--- src/hdl/kms_pkg.sv ---
// Shared types and constants for the keypad matrix scanner.
// No dependencies; used by every module under hdl/.
package kms_pkg;

    localparam int LEVELS_W = 5;
    localparam int TIME_W   = 32;
    localparam int WIN_W    = 16;
    localparam int ROW_W    = 3;
    localparam int COL_W    = 3;
    localparam int DRIVE_W  = 5;
    localparam int POS_W    = 5;
    // Wide enough for any row * column count + column at the parameter limits.
    localparam int POS_FULL_W = 7;

    localparam logic [WIN_W-1:0] WINDOW_RESET = 16'd300;

    typedef struct packed {
        logic [LEVELS_W-1:0] column_levels;
        logic [TIME_W-1:0]   now_ms;
    } t_sample;

    typedef struct packed {
        logic [DRIVE_W-1:0] row_drive;
        logic               key_valid;
        logic [ROW_W-1:0]   key_row;
        logic [COL_W-1:0]   key_col;
        logic [POS_W-1:0]   key_position;
        logic               scan_restart;
    } t_result;

endpackage

--- src/hdl/kms_in_stage.sv ---
// Input register for the keypad scanner sample channel.
// Depends on kms_pkg for the sample word type.
module kms_in_stage (
    input  logic             i_clk,
    input  logic             i_rst_n,
    input  logic             i_valid,
    output logic             o_stall,
    input  kms_pkg::t_sample i_sample,
    input  logic             i_advance,
    output logic             o_valid,
    output kms_pkg::t_sample o_sample
);

    logic             r_valid;
    kms_pkg::t_sample r_sample;
    logic             load_ok;

    // register frees up when empty or when its word moves on this cycle
    assign load_ok = !r_valid || i_advance;
    assign o_stall = !load_ok;
    assign o_valid = r_valid;
    assign o_sample = r_sample;

    always_ff @(posedge i_clk) begin
        if (!i_rst_n) begin
            r_valid <= 1'b0;
        end else if (load_ok) begin
            r_valid <= i_valid;
        end
    end

    always_ff @(posedge i_clk) begin
        if (load_ok && i_valid) begin
            r_sample <= i_sample;
        end
    end

endmodule

--- src/hdl/kms_core.sv ---
// Scan state, remembered key, repeat window register and the per-sample decision.
// Depends on kms_pkg for sample and result types.
module kms_core #(
    parameter int ROW_COUNT    = 5,
    parameter int COLUMN_COUNT = 5
) (
    input  logic                     i_clk,
    input  logic                     i_rst_n,
    input  logic                     i_fire,
    input  kms_pkg::t_sample         i_sample,
    input  logic                     i_cfg_we,
    input  logic [kms_pkg::WIN_W-1:0] i_cfg_data,
    output kms_pkg::t_result         o_result
);

    localparam int COL_LIMIT = (COLUMN_COUNT < kms_pkg::LEVELS_W) ?
                               COLUMN_COUNT : kms_pkg::LEVELS_W;

    logic [kms_pkg::WIN_W-1:0]  r_window;
    logic [kms_pkg::ROW_W-1:0]  r_scan_row;
    logic [kms_pkg::ROW_W-1:0]  r_held_row;
    logic [kms_pkg::COL_W-1:0]  r_held_col;
    logic                       r_held_valid;
    logic [kms_pkg::TIME_W-1:0] r_held_time;

    logic                            hit;
    logic [kms_pkg::COL_W-1:0]       hit_col;
    logic                            same_key;
    logic [kms_pkg::TIME_W-1:0]      elapsed;
    logic                            report;
    logic                            last_row;
    logic                            restart;
    logic [kms_pkg::ROW_W-1:0]       n_scan_row;
    logic [7:0]                      drive_full;
    logic [kms_pkg::POS_FULL_W-1:0]  pos_full;

    // lowest high column wins: walk down so the last match is the lowest
    always_comb begin
        hit     = 1'b0;
        hit_col = '0;
        for (int c = kms_pkg::LEVELS_W - 1; c >= 0; c--) begin
            if (c < COL_LIMIT && i_sample.column_levels[c]) begin
                hit     = 1'b1;
                hit_col = kms_pkg::COL_W'(c);
            end
        end
    end

    assign same_key = r_held_valid && (r_held_row == r_scan_row) && (r_held_col == hit_col);
    assign elapsed  = i_sample.now_ms - r_held_time;
    assign report   = hit && !(same_key &&
                      (elapsed < {{(kms_pkg::TIME_W-kms_pkg::WIN_W){1'b0}}, r_window}));
    assign last_row = ({1'b0, r_scan_row} + 4'd1) >= 4'(ROW_COUNT);
    assign restart  = hit || last_row;
    assign n_scan_row = restart ? '0 : r_scan_row + 3'd1;
    assign drive_full = 8'd1 << n_scan_row;
    assign pos_full   = kms_pkg::POS_FULL_W'(r_scan_row) * kms_pkg::POS_FULL_W'(COLUMN_COUNT)
                      + kms_pkg::POS_FULL_W'(hit_col);

    always_comb begin
        o_result.row_drive    = drive_full[kms_pkg::DRIVE_W-1:0];
        o_result.key_valid    = report;
        o_result.key_row      = report ? r_scan_row : '0;
        o_result.key_col      = report ? hit_col : '0;
        o_result.key_position = report ? pos_full[kms_pkg::POS_W-1:0] : '0;
        o_result.scan_restart = restart;
    end

    always_ff @(posedge i_clk) begin
        if (!i_rst_n) begin
            r_window     <= kms_pkg::WINDOW_RESET;
            r_scan_row   <= '0;
            r_held_row   <= '0;
            r_held_col   <= '0;
            r_held_valid <= 1'b0;
            r_held_time  <= '0;
        end else begin
            if (i_cfg_we) begin
                r_window <= i_cfg_data;
            end
            if (i_fire) begin
                r_scan_row <= n_scan_row;
                if (report) begin
                    r_held_row   <= r_scan_row;
                    r_held_col   <= hit_col;
                    r_held_valid <= 1'b1;
                    r_held_time  <= i_sample.now_ms;
                end
            end
        end
    end

endmodule

--- src/hdl/kms_out_stage.sv ---
// Result register for the keypad scanner output channel.
// Depends on kms_pkg for the result word type.
module kms_out_stage (
    input  logic             i_clk,
    input  logic             i_rst_n,
    input  logic             i_valid,
    input  kms_pkg::t_result i_result,
    output logic             o_can_load,
    output logic             o_valid,
    input  logic             i_stall,
    output kms_pkg::t_result o_result
);

    logic             r_valid;
    kms_pkg::t_result r_result;

    assign o_can_load = !r_valid || !i_stall;
    assign o_valid    = r_valid;
    assign o_result   = r_result;

    always_ff @(posedge i_clk) begin
        if (!i_rst_n) begin
            r_valid <= 1'b0;
        end else if (o_can_load) begin
            r_valid <= i_valid;
        end
    end

    always_ff @(posedge i_clk) begin
        if (o_can_load && i_valid) begin
            r_result <= i_result;
        end
    end

endmodule

--- src/hdl/keypad_matrix_scanner_top.sv ---
// Top level of the keypad matrix scanner.
// Depends on kms_pkg, kms_in_stage, kms_core and kms_out_stage.

// Scans a ROW_COUNT x COLUMN_COUNT key matrix one row per sample word. Each
// accepted word carries the settled column levels of the row currently driven
// and a millisecond timestamp; each produces exactly one result word with the
// row to drive next, an optional key report and a scan-restart flag. A sample
// is taken every clock cycle unless o_in_stall is high; the word waits in the
// input register, then the decision (priority encode plus a 32-bit elapsed-time
// compare) is evaluated as the word moves into the result register.
// The repeat window register may be written whenever the block is idle; its
// write port is always ready.
module keypad_matrix_scanner_top #(
    parameter int ROW_COUNT    = 5,
    parameter int COLUMN_COUNT = 5
) (
    input  logic                          i_clk,
    input  logic                          i_rst_n,
    input  logic                          i_in_valid,
    output logic                          o_in_stall,
    input  logic [kms_pkg::LEVELS_W-1:0]  i_column_levels,
    input  logic [kms_pkg::TIME_W-1:0]    i_now_ms,
    output logic                          o_out_valid,
    input  logic                          i_out_stall,
    output logic [kms_pkg::DRIVE_W-1:0]   o_row_drive,
    output logic                          o_key_valid,
    output logic [kms_pkg::ROW_W-1:0]     o_key_row,
    output logic [kms_pkg::COL_W-1:0]     o_key_col,
    output logic [kms_pkg::POS_W-1:0]     o_key_position,
    output logic                          o_scan_restart,
    input  logic                          i_cfg_valid,
    output logic                          o_cfg_ready,
    input  logic [kms_pkg::WIN_W-1:0]     i_cfg_data
);

    kms_pkg::t_sample in_sample;
    kms_pkg::t_sample reg_sample;
    kms_pkg::t_result core_result;
    kms_pkg::t_result out_result;
    logic             reg_valid;
    logic             out_can_load;
    logic             fire;

    assign in_sample.column_levels = i_column_levels;
    assign in_sample.now_ms        = i_now_ms;
    assign fire        = reg_valid && out_can_load;
    assign o_cfg_ready = 1'b1;

    kms_in_stage u_in (
        .i_clk     (i_clk),
        .i_rst_n   (i_rst_n),
        .i_valid   (i_in_valid),
        .o_stall   (o_in_stall),
        .i_sample  (in_sample),
        .i_advance (out_can_load),
        .o_valid   (reg_valid),
        .o_sample  (reg_sample)
    );

    kms_core #(
        .ROW_COUNT    (ROW_COUNT),
        .COLUMN_COUNT (COLUMN_COUNT)
    ) u_core (
        .i_clk      (i_clk),
        .i_rst_n    (i_rst_n),
        .i_fire     (fire),
        .i_sample   (reg_sample),
        .i_cfg_we   (i_cfg_valid && o_cfg_ready),
        .i_cfg_data (i_cfg_data),
        .o_result   (core_result)
    );

    kms_out_stage u_out (
        .i_clk      (i_clk),
        .i_rst_n    (i_rst_n),
        .i_valid    (reg_valid),
        .i_result   (core_result),
        .o_can_load (out_can_load),
        .o_valid    (o_out_valid),
        .i_stall    (i_out_stall),
        .o_result   (out_result)
    );

    assign o_row_drive    = out_result.row_drive;
    assign o_key_valid    = out_result.key_valid;
    assign o_key_row      = out_result.key_row;
    assign o_key_col      = out_result.key_col;
    assign o_key_position = out_result.key_position;
    assign o_scan_restart = out_result.scan_restart;

endmodule
--- config.mk ---
export PLATFORM = sky130hd
export DESIGN_NAME = keypad_matrix_scanner_top
export DESIGN_NICKNAME = d
export VERILOG_FILES = /design/src/hdl/kms_pkg.sv /design/src/hdl/kms_in_stage.sv /design/src/hdl/kms_core.sv /design/src/hdl/kms_out_stage.sv /design/src/hdl/keypad_matrix_scanner_top.sv
export SDC_FILE = /design/constraint.sdc
export NUM_CORES = 1
export LEC_CHECK = 0
export CAP_MARGIN = 15
export CORE_MARGIN = 5
export CORE_UTILIZATION = 35
export CTS_CLUSTER_DIAMETER = 150
export DETAILED_ROUTE_END_ITERATION = 8
export DONT_BUFFER_PORTS = 1
export GPL_TIMING_DRIVEN = 0
export SLEW_MARGIN = 40
export SYNTH_ARGS = -nofsm -noshare
export SYNTH_HDL_FRONTEND = slang
export SYNTH_SLANG_ARGS = --single-unit
--- constraint.sdc ---
create_clock -name i_clk -period 10.5 [get_ports i_clk]
set_input_delay 2.1 -clock i_clk [delete_from_list [all_inputs] [get_ports i_clk]]
set_output_delay 2.1 -clock i_clk [all_outputs]
set_load 0.05 [all_outputs]
* Yosys cells after proc, flatten, opt, wreduce, memory -nomap -nowiden
Cells that the tools add are included.
** Storage, ports and cells
- Bits in registers :: 115
- Input bits :: 58
- Output and inout bits :: 21
- Word-level logic and storage cells :: 52
** Cells by class
- Add/subtract/negate cells :: 4
- Multipliers :: 1
- Magnitude comparators :: 2
- Equality and inequality tests :: 2
- Shift-type cells :: 1
- Mux-type cells :: 11
- Reduce and logical (&&, ||, !) cells :: 15
** Operator list (count)
- $lt A32 B16 Y1 :: 1
- $sub A32 B32 Y32 :: 1
- $mux W3 :: 6
- $eq A3 B3 Y1 :: 2
- $logic_and A1 B1 Y1 :: 6
- $add A5 B3 Y5 :: 1
- $logic_not A1 Y1 :: 5
- $mul A3 B3 Y5 const B :: 1
- $mux W1 :: 5
- $shl A1 B3 Y5 const A :: 1
- $add A3 B1 Y4 const B :: 1
- $ge A4 B3 Y1 const B :: 1
- $add A3 B1 Y3 const B :: 1
- $logic_or A1 B1 Y1 :: 3
- $reduce_and A2 Y1 :: 1

* Logic depth before layout (Yosys ltp)
- Depth in word-level cells :: 11
- Depth in mapped cells :: 23
- Depth with buffers taken out :: 20

* Hierarchy
From an unflattened synthesis, not the netlist that was laid out.
** Unflattened totals
- Cell total of the unflattened synthesis :: 745
- Area, all modules :: 6895.4 um^2
** By module, submodules not included
- kms_core :: instances 1, cells an instance 678, area each 5137.4 um^2, sequential area each 1161.1 um^2
- kms_in_stage :: instances 1, cells an instance 41, area each 1158.6 um^2, sequential area each 1131.1 um^2
- kms_out_stage :: instances 1, cells an instance 23, area each 581.8 um^2, sequential area each 560.5 um^2
- keypad_matrix_scanner_top :: instances 1, cells an instance 3, area each 17.5 um^2, sequential area each 0.0 um^2

* Least setup slack after synthesis
No wires, ideal clock.
- Path type :: input to output
- Start point :: in i_out_stall
- End point :: out o_in_stall
- Arrival time :: 2581 ps
- Setup slack :: 5819 ps
- Stages :: 1
- Buffers on the path :: 0
- Cell sequence :: and3_1
** On the way
- Longest elaborated chain between the ends :: 4
** RTL lines
- from (decl) :: RTL line keypad_matrix_scanner_top.sv:24 : input logic i_out_stall,
- $logic_not A1 Y1 :: RTL line kms_out_stage.sv:17 : assign o_can_load = !r_valid || !i_stall;
- $logic_or A1 B1 Y1 :: RTL line kms_out_stage.sv:17
- $logic_or A1 B1 Y1 :: RTL line kms_in_stage.sv:19 : assign load_ok = !r_valid || i_advance;
- $logic_not A1 Y1 :: RTL line kms_in_stage.sv:20 : assign o_stall = !load_ok;
- to (decl) :: RTL line keypad_matrix_scanner_top.sv:20 : output logic o_in_stall,
Every way passes these cells.

* Worst setup path after layout
Same ends and word-level chain as after synthesis.

==> metrics.yaml <==
power:
  clkPwrFrac_pct: 44.3
  sw_frac_of_total_pct: 27.46
  combPwrFrac_pct: 16.6
  power.switching_uw: 361.8
  leakagePower_nw: 3.059
  p_per_area_nw_per_um2: 168.4
  total_power_mw: 1.318
  internal-power_uw: 956.0
  seqPwrFrac_pct: 39.1
  vdd_drop_max_mv: 0.1178
place:
  gp_congestion: 0.8391
  dp_hpwl_mm: 11.91
  port_buffers: 0
timing:
  rsz0062_at_grt: "false"
  post-route-period-util_pct: 45.31
  timing.fmax_mhz: 210.2
  tightest_slew_ps: 778.0
  tns_ps: 0
  fin_crit_ps: 4758
  finalMaxSlewViolations: 0
  slew_headroom_pct: 47.73
  hold_viol_final: 0
  clock_skew_ps: 9.157
  setup_viol: 0
cts:
  cts_root_buffer: "clkbuf_16"
  path_clk_slew_ps: 50
  tritoncts: "done"
  clock_path_buffers: 2
  htree_levels: 4
  numCtsBuffers: 17
  cts.sinks: 115
  insertion_delay_ps: 420
  post_cts_buffers: 0
  ctsResizeCount: 0
  cts-hold-fix-buffers: 0
logic_synthesis:
  netlist_instances: 733
  async_reset_ff_share_pct: 0
  synth_area_per_cell_um2: 9.361
  ys_seq_area_share_pct: 41.58
  yosysWarnings: 0
  synth_enable_flop_cells: 55
  synth_ff_type: "dfxtp_1"
  synth_seq_cells: 115
  synth_cell_type_count: 56
  syn_area_um2: 6862
  synth_nets: 849
run_status:
  outcome: "completed"
drt:
  drc: 0
  drt_iter0_markers: 287
  avgViaCountPerCell: 4.953
  routed_wl_mm: 15.48
  vias: 5111
  wire_per_inst_um: 15.00
  ant_nets: 0
  drt_first_pass_iters: 4
critical_path:
  crit_path_start: "i_out_stall"
  worstSetupStartpointType: "input pin"
  crit_chain: "and3_1"
  critical_path_class: "in -> out"
  cp_top_family: "simple AND/OR/NAND/NOR gates"
  path_buf_inv: 0
  r2r-start: "u_in.o_sample[0]$_DFFE_PP_"
  crit_fanout: 3
  required_ps: 8400
  cp_slowest_cell: "and3_1"
  max_stage_delay_ps: 560
  endpoint_kind: "output port"
  critPathArrivalTime_ps: 2660
final_layout:
  antenna_cells: 0
  drive_above_1_share_pct: 5.737
  syn2layout_area_growth_pct: 14.04
  fin_nets: 870
  nFillCells: 1963
min_path:
  holdCritStartpoint: "u_core.r_held_time[10]$_SDFFE_PN0P_"
  hp-class: "reg -> reg"
global_route:
  grt_max_degree: 22
  grt-ovfl-total: 0
  antenna_found_initial: 0
  grt_pass1_wl_mm: 25.35
  grt_pass1_vias: 5058
  gr-usage-all-layers_pct: 14.42
floorplan:
  core_area_um2: 19400
  ios: 79
  die_y_um: 150.0
  die_w_um: 150.0
  initial_core_util_pct: 35.37
  die_area_um2: 22500
  rows: 51
job:
  maxCapViolCount: 0
synth_stat cells, types with 10 or more instances:
library cell  instances  area share [%]
o21ai_0              25             1.8
and3_1               12             1.1
nor2_1               33             1.8
xor2_1               10             1.3
xnor2_1              23             2.9
a21o_1               10             1.1
clkbuf_1             20             1.1
nand2_1             116             6.3
nand4_1              11             1.0
mux2i_1              50             7.3
nor3_1               22             1.6
nor2b_1              21             1.9
dfxtp_1              60              18
o21a_1               12             1.3
o211ai_1             10             1.1
ha_1                 56              10
edfxtp_1             55              24
inv_1                62             3.4
a21oi_1              43             3.1
area by class of cell:
type                       count  area (µm²)  share of cell area [%]
clock inverter                12       157.7                   2.015
tap                          265       331.6                   4.237
timing repair buffer           2       30.03                  0.3838
clock buffer                  20       436.7                   5.580
sequential                   115        2853                   36.46
multi-input combinational    528        3612                   46.16
inverter                      62       232.7                   2.974
buffer                        28       171.4                   2.191
metal layers:
layer	GRT usage (%)	wire length, µm
met3	3.695	629
met1	18.61	7409
met5	0	0
met2	22.89	7083
met4	6.130	355
power groups by stage:
stage,Clock (mW),Combinational (mW),Sequential (mW)
floorplan,0,0.171,0.521
global placement,0,0.213,0.525
detailed placement,0,0.217,0.525
CTS,0.599,0.220,0.516
global route,0.620,0.247,0.518
finish,0.584,0.218,0.516
placed cells by master, fill, tap and decap left out, drive strengths merged, types with 21 or more instances in the layout:
cell    instances
nand2         117
inv            63
dfxtp          60
ha             56
edfxtp         55
mux2i          50
a21oi          43
clkbuf         40
nor2           34
o21ai          26
xnor2          23
nor3           22
nor2b          21
path summary, 6_finish.rpt:
path	to	slack [ps]	cells past startpoint
worst max register to register	u_core.r_held_valid$_SDFFE_PN0P_	5920	21
worst min-delay path	u_core.r_held_time[10]$_SDFFE_PN0P_	460	2
worst min register to register	u_core.r_held_time[10]$_SDFFE_PN0P_	460	2
worst max-delay path	o_in_stall	5740	1
cell families (layout without fill, tap and decap cells):
group                    count (synthesis)  in the layout  synth area share, %
XOR/XNOR                                33             33                4.212
AND/OR/NAND/NOR                        247            247                16.96
multiplexers                            50             50                7.294
buffers and inverters                   90            124                5.890
adder cells (fa/ha/maj)                 58             58                10.80
AO/OA/AOI/OAI                          139            139                13.22
other                                    1              1              0.05465
flip-flops                             115            115                41.58
tightest hold or removal path: cells and delay by family (launching register included):
family	cells	cell delay, ps
muxes	1	50
DFF	1	300
and+or+nand+nor	1	50
flip-flops by register name (all words and copies together), names as in the netlist:
signal	flops
u_out.o_result	18
u_core.r_held_valid	1
u_out.o_valid	1
u_core.r_held_col	3
u_in.o_sample	37
u_core.r_held_time	32
u_core.r_window	16
u_in.o_valid	1
u_core.r_held_row	3
u_core.r_scan_row	3
metrics by stage:
step / std cells / area (µm²) / util, % / setup slack, ps / hold WS (ps)
4_1_cts: 1032 / 7825 / 40.34 / 5744 / 456.5
2_1_floorplan: 733 / 6862 / - / 5819 / 434.7
3_3_place_gp: 998 / 7193 / 37.08 / 4782 / 442.8
5_1_grt: 1032 / 7825 / 40.34 / 5621 / 477.3
3_5_place_dp: 1000 / 7231 / 37.27 / 5744 / 449.3
6_report: 1032 / 7825 / 40.34 / 5742 / 455.7
No activity file was read; power rests on OpenSTA's default activity.
